--- config.mk ---
export PLATFORM = sky130hd
export DESIGN_NAME = pixel_format_convert_blend_core_flat
export DESIGN_NICKNAME = d
export VERILOG_FILES = /design/src/rtl/pfcb_pkg.sv /design/src/rtl/pfcb_in_if.sv /design/src/rtl/pfcb_out_if.sv /design/src/rtl/pfcb_lane.sv /design/src/rtl/pixel_format_convert_blend_core.sv /design/src/flat_wrapper.sv
export SDC_FILE = /design/constraint.sdc
export NUM_CORES = 2
export LEC_CHECK = 0
export BUFFER_PORTS_ARGS = -buffer_cell sky130_fd_sc_hd__buf_4
export CAP_MARGIN = 20
export CORE_MARGIN = 5
export CORE_UTILIZATION = 62
export DETAILED_ROUTE_END_ITERATION = 6
export GPL_TIMING_DRIVEN = 0
export PLACE_DENSITY = 0.81
export SYNTH_ARGS = -nofsm -noshare
export SYNTH_HDL_FRONTEND = slang
export SYNTH_SLANG_ARGS = --single-unit
--- constraint.sdc ---
create_clock -name clk_i -period 17.6 [get_ports clk_i]
set_input_delay 5.28 -clock clk_i [delete_from_list [all_inputs] [get_ports clk_i]]
set_output_delay 5.28 -clock clk_i [all_outputs]
set_load 0.02 [all_outputs]
--- src/rtl/pfcb_pkg.sv ---
`timescale 1ns / 1ps
`default_nettype none

package pfcb_pkg;

  typedef enum logic [2:0] {
    FMT_ARGB = 3'd0,
    FMT_RGB  = 3'd1,
    FMT_RGBA = 3'd2,
    FMT_ABGR = 3'd3,
    FMT_BGR  = 3'd4
  } fmt_e;

  typedef enum logic {
    CMD_CONVERT = 1'b0,
    CMD_BLEND   = 1'b1
  } cmd_e;

  typedef enum logic [1:0] {
    KIND_DROP  = 2'd0,
    KIND_CONV  = 2'd1,
    KIND_BLEND = 2'd2
  } kind_e;

  typedef logic [7:0] chan_t;
  // [0] red, [1] green, [2] blue, [3] alpha
  typedef chan_t [3:0] pix_ch_t;

  localparam int unsigned NumChan = 4;
  localparam chan_t       ChanMax = 8'hFF;

  function automatic logic fmt_valid(logic [2:0] fmt);
    logic ok;
    ok = 1'b0;
    unique case (fmt)
      FMT_ARGB, FMT_RGB, FMT_RGBA, FMT_ABGR, FMT_BGR: ok = 1'b1;
      default: ok = 1'b0;
    endcase
    return ok;
  endfunction

  // Formats without alpha read as opaque.
  function automatic pix_ch_t unpack(logic [2:0] fmt, logic [31:0] px);
    pix_ch_t ch;
    ch = '0;
    unique case (fmt)
      FMT_ARGB: ch = {px[31:24], px[7:0], px[15:8], px[23:16]};
      FMT_RGB:  ch = {ChanMax, px[7:0], px[15:8], px[23:16]};
      FMT_RGBA: ch = {px[7:0], px[15:8], px[23:16], px[31:24]};
      FMT_ABGR: ch = px;
      FMT_BGR:  ch = {ChanMax, px[23:0]};
      default:  ch = '0;
    endcase
    return ch;
  endfunction

  function automatic logic [31:0] pack(logic [2:0] fmt, pix_ch_t ch);
    logic [31:0] px;
    px = '0;
    unique case (fmt)
      FMT_ARGB: px = {ch[3], ch[0], ch[1], ch[2]};
      FMT_RGB:  px = {8'h00, ch[0], ch[1], ch[2]};
      FMT_RGBA: px = {ch[0], ch[1], ch[2], ch[3]};
      FMT_ABGR: px = {ch[3], ch[2], ch[1], ch[0]};
      FMT_BGR:  px = {8'h00, ch[2], ch[1], ch[0]};
      default:  px = '0;
    endcase
    return px;
  endfunction

endpackage

`default_nettype wire

--- src/rtl/pfcb_in_if.sv ---
`timescale 1ns / 1ps
`default_nettype none

interface pfcb_in_if;
  logic        valid;
  logic        ready;
  logic        cmd;
  logic [2:0]  source_format;
  logic [31:0] source_pixel;
  logic [31:0] dest_pixel;

  modport source (
    output valid, cmd, source_format, source_pixel, dest_pixel,
    input  ready
  );
  modport sink (
    input  valid, cmd, source_format, source_pixel, dest_pixel,
    output ready
  );
endinterface

`default_nettype wire

--- src/rtl/pfcb_out_if.sv ---
`timescale 1ns / 1ps
`default_nettype none

interface pfcb_out_if;
  logic        valid;
  logic        ready;
  logic [31:0] result_pixel;
  logic        write_enable;

  modport source (
    output valid, result_pixel, write_enable,
    input  ready
  );
  modport sink (
    input  valid, result_pixel, write_enable,
    output ready
  );
endinterface

`default_nettype wire

--- src/rtl/pfcb_lane.sv ---
`timescale 1ns / 1ps
`default_nettype none

// One channel of source-over: registered s*a + d*(255-a) + 127, then /255.
module pfcb_lane (
  input  wire logic          clk_i,
  input  wire logic          en_i,
  input  wire pfcb_pkg::chan_t s_i,
  input  wire pfcb_pkg::chan_t d_i,
  input  wire pfcb_pkg::chan_t a_i,
  output pfcb_pkg::chan_t    q_o
);

  logic [15:0] sum_d, sum_q;
  logic [15:0] fold;

  assign sum_d = {8'h00, s_i} * {8'h00, a_i}
               + {8'h00, d_i} * {8'h00, pfcb_pkg::ChanMax - a_i} + 16'd127;

  always_ff @(posedge clk_i) begin
    if (en_i) begin
      sum_q <= sum_d;
    end
  end

  // exact x/255 for x up to 255*255+127
  assign fold = sum_q + {8'h00, sum_q[15:8]} + 16'd1;
  assign q_o  = fold[15:8];

endmodule

`default_nettype wire

--- src/rtl/pixel_format_convert_blend_core.sv ---
`timescale 1ns / 1ps
`default_nettype none

// channel   dir  handshake        payload
// cfg       in   cfg_we_i         cfg_wdata_i (dest_format)
// in_i      in   valid / ready    cmd, source_format, source_pixel, dest_pixel
// out_o     out  valid / ready    result_pixel, write_enable
//
// One word per cycle while out_o is not stalled; register stages for unpack,
// per-channel multiply-add, and divide by 255 and pack, each with its own valid bit.
// Reset clears the valid bits and sets dest_format to ARGB.
// A stage advances when empty or when the next one advances, so bubbles
// are filled while out_o is stalled and nothing is dropped or repeated.
module pixel_format_convert_blend_core (
  input  wire logic       clk_i,
  input  wire logic       rst_ni,
  input  wire logic       cfg_we_i,
  input  wire logic [2:0] cfg_wdata_i,
  pfcb_in_if.sink         in_i,
  pfcb_out_if.source      out_o
);

  logic [2:0] dfmt_q;

  logic en1, en2, en3;
  logic v1_q, v2_q, v3_q;

  pfcb_pkg::kind_e   kind1_d, kind1_q, kind2_q;
  pfcb_pkg::pix_ch_t s_ch, d_ch, s1_q, d1_q;
  pfcb_pkg::chan_t   a1_q;
  logic [31:0]       conv1_d, conv1_q, conv2_q;
  logic [2:0]        fmt1_q, fmt2_q;
  pfcb_pkg::pix_ch_t mixed;

  logic [31:0] result_d, result_q;
  logic        we_d, we_q;

  always_ff @(posedge clk_i or negedge rst_ni) begin
    if (!rst_ni) begin
      dfmt_q <= pfcb_pkg::FMT_ARGB;
    end else if (cfg_we_i) begin
      dfmt_q <= cfg_wdata_i;
    end
  end

  assign en3 = !v3_q || out_o.ready;
  assign en2 = !v2_q || en3;
  assign en1 = !v1_q || en2;
  assign in_i.ready = en1;

  always_ff @(posedge clk_i or negedge rst_ni) begin
    if (!rst_ni) begin
      v1_q <= 1'b0;
      v2_q <= 1'b0;
      v3_q <= 1'b0;
    end else begin
      if (en1) v1_q <= in_i.valid;
      if (en2) v2_q <= v1_q;
      if (en3) v3_q <= v2_q;
    end
  end

  // stage 1: unpack and classify
  assign s_ch = pfcb_pkg::unpack(in_i.source_format, in_i.source_pixel);
  assign d_ch = pfcb_pkg::unpack(dfmt_q, in_i.dest_pixel);

  always_comb begin
    kind1_d = pfcb_pkg::KIND_DROP;
    if (pfcb_pkg::fmt_valid(in_i.source_format) && pfcb_pkg::fmt_valid(dfmt_q)) begin
      if (in_i.cmd == pfcb_pkg::CMD_CONVERT) begin
        kind1_d = pfcb_pkg::KIND_CONV;
      end else if (s_ch[3] != '0) begin
        kind1_d = pfcb_pkg::KIND_BLEND;
      end
    end
  end

  assign conv1_d = (in_i.source_format == dfmt_q) ? in_i.source_pixel
                                                  : pfcb_pkg::pack(dfmt_q, s_ch);

  always_ff @(posedge clk_i) begin
    if (en1) begin
      kind1_q <= kind1_d;
      conv1_q <= conv1_d;
      fmt1_q  <= dfmt_q;
      a1_q    <= s_ch[3];
      s1_q    <= {pfcb_pkg::ChanMax, s_ch[2:0]};
      d1_q    <= d_ch;
    end
  end

  // stage 2: per-channel multiply-add, divide in front of stage 3
  for (genvar i = 0; i < pfcb_pkg::NumChan; i++) begin : g_lane
    pfcb_lane u_lane (
      .clk_i (clk_i),
      .en_i  (en2),
      .s_i   (s1_q[i]),
      .d_i   (d1_q[i]),
      .a_i   (a1_q),
      .q_o   (mixed[i])
    );
  end

  always_ff @(posedge clk_i) begin
    if (en2) begin
      kind2_q <= kind1_q;
      conv2_q <= conv1_q;
      fmt2_q  <= fmt1_q;
    end
  end

  // stage 3: select and pack
  always_comb begin
    result_d = '0;
    we_d     = 1'b0;
    unique case (kind2_q)
      pfcb_pkg::KIND_CONV: begin
        result_d = conv2_q;
        we_d     = 1'b1;
      end
      pfcb_pkg::KIND_BLEND: begin
        result_d = pfcb_pkg::pack(fmt2_q, mixed);
        we_d     = 1'b1;
      end
      default: begin
        result_d = '0;
        we_d     = 1'b0;
      end
    endcase
  end

  always_ff @(posedge clk_i) begin
    if (en3) begin
      result_q <= result_d;
      we_q     <= we_d;
    end
  end

  assign out_o.valid        = v3_q;
  assign out_o.result_pixel = result_q;
  assign out_o.write_enable = we_q;

  a_drop_zero: assert property (@(posedge clk_i) disable iff (!rst_ni)
    out_o.valid && !out_o.write_enable |-> out_o.result_pixel == '0)
    else $error("dropped word carries nonzero pixel");

  a_ready_room: assert property (@(posedge clk_i) disable iff (!rst_ni)
    in_i.ready == (!v1_q || !v2_q || !v3_q || out_o.ready))
    else $error("input ready disagrees with pipeline occupancy");

  a_blend_alpha: assert property (@(posedge clk_i) disable iff (!rst_ni)
    v1_q && kind1_q == pfcb_pkg::KIND_BLEND |-> a1_q != '0)
    else $error("blend issued with transparent source");

endmodule

`default_nettype wire

--- src/flat_wrapper.sv ---
// flat-port wrapper written by rule: the top's interface ports become plain ports
module pixel_format_convert_blend_core_flat 
  (clk_i, rst_ni, cfg_we_i, cfg_wdata_i, in_i_valid, in_i_cmd, in_i_source_format, in_i_source_pixel, in_i_dest_pixel, in_i_ready, out_o_valid, out_o_result_pixel, out_o_write_enable, out_o_ready);
  pfcb_in_if in_i_i ();
  pfcb_out_if out_o_i ();
  input  wire logic clk_i;
  input  wire logic rst_ni;
  input  wire logic cfg_we_i;
  input  wire logic [2:0] cfg_wdata_i;
  input wire logic [$bits(in_i_i.valid)-1:0] in_i_valid;
  input wire logic [$bits(in_i_i.cmd)-1:0] in_i_cmd;
  input wire logic [$bits(in_i_i.source_format)-1:0] in_i_source_format;
  input wire logic [$bits(in_i_i.source_pixel)-1:0] in_i_source_pixel;
  input wire logic [$bits(in_i_i.dest_pixel)-1:0] in_i_dest_pixel;
  output wire logic [$bits(in_i_i.ready)-1:0] in_i_ready;
  output wire logic [$bits(out_o_i.valid)-1:0] out_o_valid;
  output wire logic [$bits(out_o_i.result_pixel)-1:0] out_o_result_pixel;
  output wire logic [$bits(out_o_i.write_enable)-1:0] out_o_write_enable;
  input wire logic [$bits(out_o_i.ready)-1:0] out_o_ready;
  assign in_i_i.valid = in_i_valid;
  assign in_i_i.cmd = in_i_cmd;
  assign in_i_i.source_format = in_i_source_format;
  assign in_i_i.source_pixel = in_i_source_pixel;
  assign in_i_i.dest_pixel = in_i_dest_pixel;
  assign in_i_ready = in_i_i.ready;
  assign out_o_valid = out_o_i.valid;
  assign out_o_result_pixel = out_o_i.result_pixel;
  assign out_o_write_enable = out_o_i.write_enable;
  assign out_o_i.ready = out_o_ready;
  pixel_format_convert_blend_core u_core (.clk_i(clk_i), .rst_ni(rst_ni), .cfg_we_i(cfg_we_i), .cfg_wdata_i(cfg_wdata_i), .in_i(in_i_i), .out_o(out_o_i));
endmodule
==> results.py <==
metrics = {
    "status": {
        "status": "complete, no violations",
    },
    "route": {
        "dr.pass1.iters": 7,
        "drc": 0,
        "routed_wirelength_mm": 87.1,
        "wl_per_cell_um": 23.0,
        "drtIter0Drc": 2119,
        "vias": 23000,
        "via_per_inst": 6.09,
        "ant_nets": 0,
    },
    "clock_network": {
        "postCtsSetupBuffers": 0,
        "clock_path_buffers": 3,
        "cts_resized": 0,
        "numCtsBuffers": 27,
        "cts_tree": "built",
        "clkLatencyLatePin_ns": 0.58,
        "cts-root-buf": "clkbuf_16",
        "clock_sinks": 241,
        "path_clk_slew_ns": 0.06,
        "htreeDepth": 1,
        "postCtsHoldBufs": 0,
    },
    "global_routing": {
        "grt_overflow": 0,
        "grt_pass1_vias": 24300,
        "grt_util_all_layers_pct": 33.5,
        "grt_pass1_wl_mm": 136,
        "grt_max_degree": 25,
        "antenna_found_initial": 1,
    },
    "synthesis": {
        "synthFlopType": "edfxtp_1",
        "synthesis.nets": 3727,
        "ys_ff_latch": 241,
        "synthesis.area_um2": 29600,
        "synth-async-reset-ratio_pct": 2.49,
        "yosysSeqAreaShare_pct": 24.4,
        "ys_types": 82,
        "synth_edf_count": 235,
        "yosys_warnings": 0,
        "synth_cells": 2996,
        "syn_avg_cell_area_um2": 9.86,
    },
    "die": {
        "pin_count": 111,
        "dieArea_um2": 52100,
        "die_x_um": 228,
        "rows": 80,
        "die_h_um": 228,
        "core-area_um2": 47400,
        "start_util_pct": 62.3,
    },
    "cells_and_area": {
        "final_common_cell": "inv_1",
        "syn2layout_area_growth_pct": 9.11,
        "final_cell_mix": "572 x inv_1, 405 x fa_1, 253 x nand2_1",
        "drive_above_1_share_pct": 6.85,
        "nets": 3879,
    },
    "sta": {
        "hold_viol_final": 0,
        "fin_tns_setup_ns": 0,
        "min_period_ns": 11.29,
        "relSlewSlack_pct": 26.3,
        "setup_violations": 0,
        "rsz0062_at_grt": "false",
        "fmax_mhz": 88.6,
        "fin_crit_sh_pct": 64.1,
        "fin_worst_skew_ns": 0.0138,
        "slew_viol_final": 0,
        "worst_slew_pin_slew_ns": 1.10,
    },
    "place": {
        "port_buffers": 108,
        "gp_congestion": 0.971,
        "dpl.hpwl_mm": 70.8,
    },
    "setup_path": {
        "arrival_ns": 6.01,
        "startpoint_type": "primary input",
        "required_ns": 12.32,
        "crit_type": "in2out",
        "crit_path_max_fanout": 3,
        "end_kind": "output pin",
    },
    "flow_run": {
        "cap_violations": 0,
    },
    "min_path": {
        "hold_path_class": "reg2reg",
    },
}
area by class of cell:
type | count | area (um2)
antenna | 1 | 2.50
buffer | 127 | 502
clock buffer | 35 | 716
clock inverter | 14 | 159
fill | 3669 | 15200
inverter | 582 | 2180
multi-input combinational | 2046 | 19700
sequential | 241 | 7210
tap | 615 | 769
timing repair buffer | 123 | 1050
worst max-delay path: stages:
cell      delay, ns
buf_4          0.12
nand4b_1       0.34
buf_4          0.27
through the flow:
stage	cell area, um2	setup slack [ns]	hold WS, ns	std cells	util, %
2_1_floorplan	29600	4.01	0.400	2996	-
3_3_place_gp	31100	1.73	0.406	3719	65.6
3_5_place_dp	31400	6.33	0.405	3734	66.1
4_1_cts	32200	6.32	0.419	3783	68.0
5_1_grt	32200	6.31	0.430	3783	68.0
6_report	32200	6.31	0.417	3784	68.0
path summary, 6_finish.rpt:
path	cells after the start	to	from	slack (ns)
max	3	in_i_ready	out_o_ready	6.31
min	0	u_core.conv2_q[18]	u_core.conv1_q[18]	0.42
max reg2reg	20	u_core.g_lane[2].u_lane.sum_q[15]	u_core.a1_q[0]	10.11
min reg2reg	0	u_core.conv2_q[18]	u_core.conv1_q[18]	0.42
max in group asynchronous	1	u_core.v2_q	rst_ni	12.98
min in group asynchronous	1	u_core.dfmt_q[2]	rst_ni	4.50
synthesized netlist by cell type (6+ instances only):
library cell  instances  area share [%]
a211oi_1             19            0.48
a21o_1               32            0.81
a21oi_1              76             1.3
a221oi_1             14            0.41
a22o_1               28            0.83
a22oi_1              72             1.8
a2bb2oi_1            10            0.30
a31oi_1               7            0.15
and2_1              103             2.2
and3_1               16            0.34
buf_1                10            0.13
buf_2                14            0.24
clkbuf_1            101             1.3
dfrtp_1               6            0.51
edfxtp_1            235              24
fa_1                405              27
ha_1                250              11
inv_1               572             7.3
inv_2                 8            0.10
mux2i_1              18            0.61
nand2_1             253             3.2
nand2b_1             37            0.78
nand3_1              24            0.41
nand4_1              11            0.23
nor2_1              115             1.5
nor2b_1             176             3.7
nor3_1               22            0.37
o211ai_1             14            0.36
o21a_1                6            0.15
o21ai_0              89             1.5
o21bai_1              9            0.23
o22ai_1              44            0.93
o2bb2ai_1             8            0.24
or3_1                15            0.32
xnor2_1              63             1.9
xor2_1               29            0.86
cell families after synthesis:
logic type | count (synthesis) | share of synthesized area (%)
compound gates | 484 | 11.3
mux | 20 | 0.686
buf+inv | 709 | 9.09
xor+xnor | 92 | 2.73
fa+ha+maj | 655 | 38.0
simple gates | 795 | 13.8
flops | 241 | 24.4
per-layer routing:
layer | vias up | wire length [um] | global-route usage (%)
met5 | - | 0 | 0
met4 | 0 | 5560 | 16.9
met3 | 317 | 9230 | 8.04
met2 | 1247 | 39400 | 52.8
met1 | 11400 | 32900 | 43.6
li1 | 10100 | - | -
flip-flops by register name (all words and copies together) (netlist names), 2 cells and up:
signal                      flops
u_core.conv2_q                 32
u_core.g_lane.u_lane.sum_q     64
u_core.fmt2_q                   3
u_core.kind1_q                  2
u_core.a1_q                     8
u_core.out_o.result_pixel      32
u_core.s1_q                    24
u_core.d1_q                    32
u_core.conv1_q                 32
u_core.dfmt_q                   3
u_core.kind2_q                  2
u_core.fmt1_q                   3
Power is not shown: default switching activity piles up to over one toggle a cycle in this logic, so the estimate is an artifact.
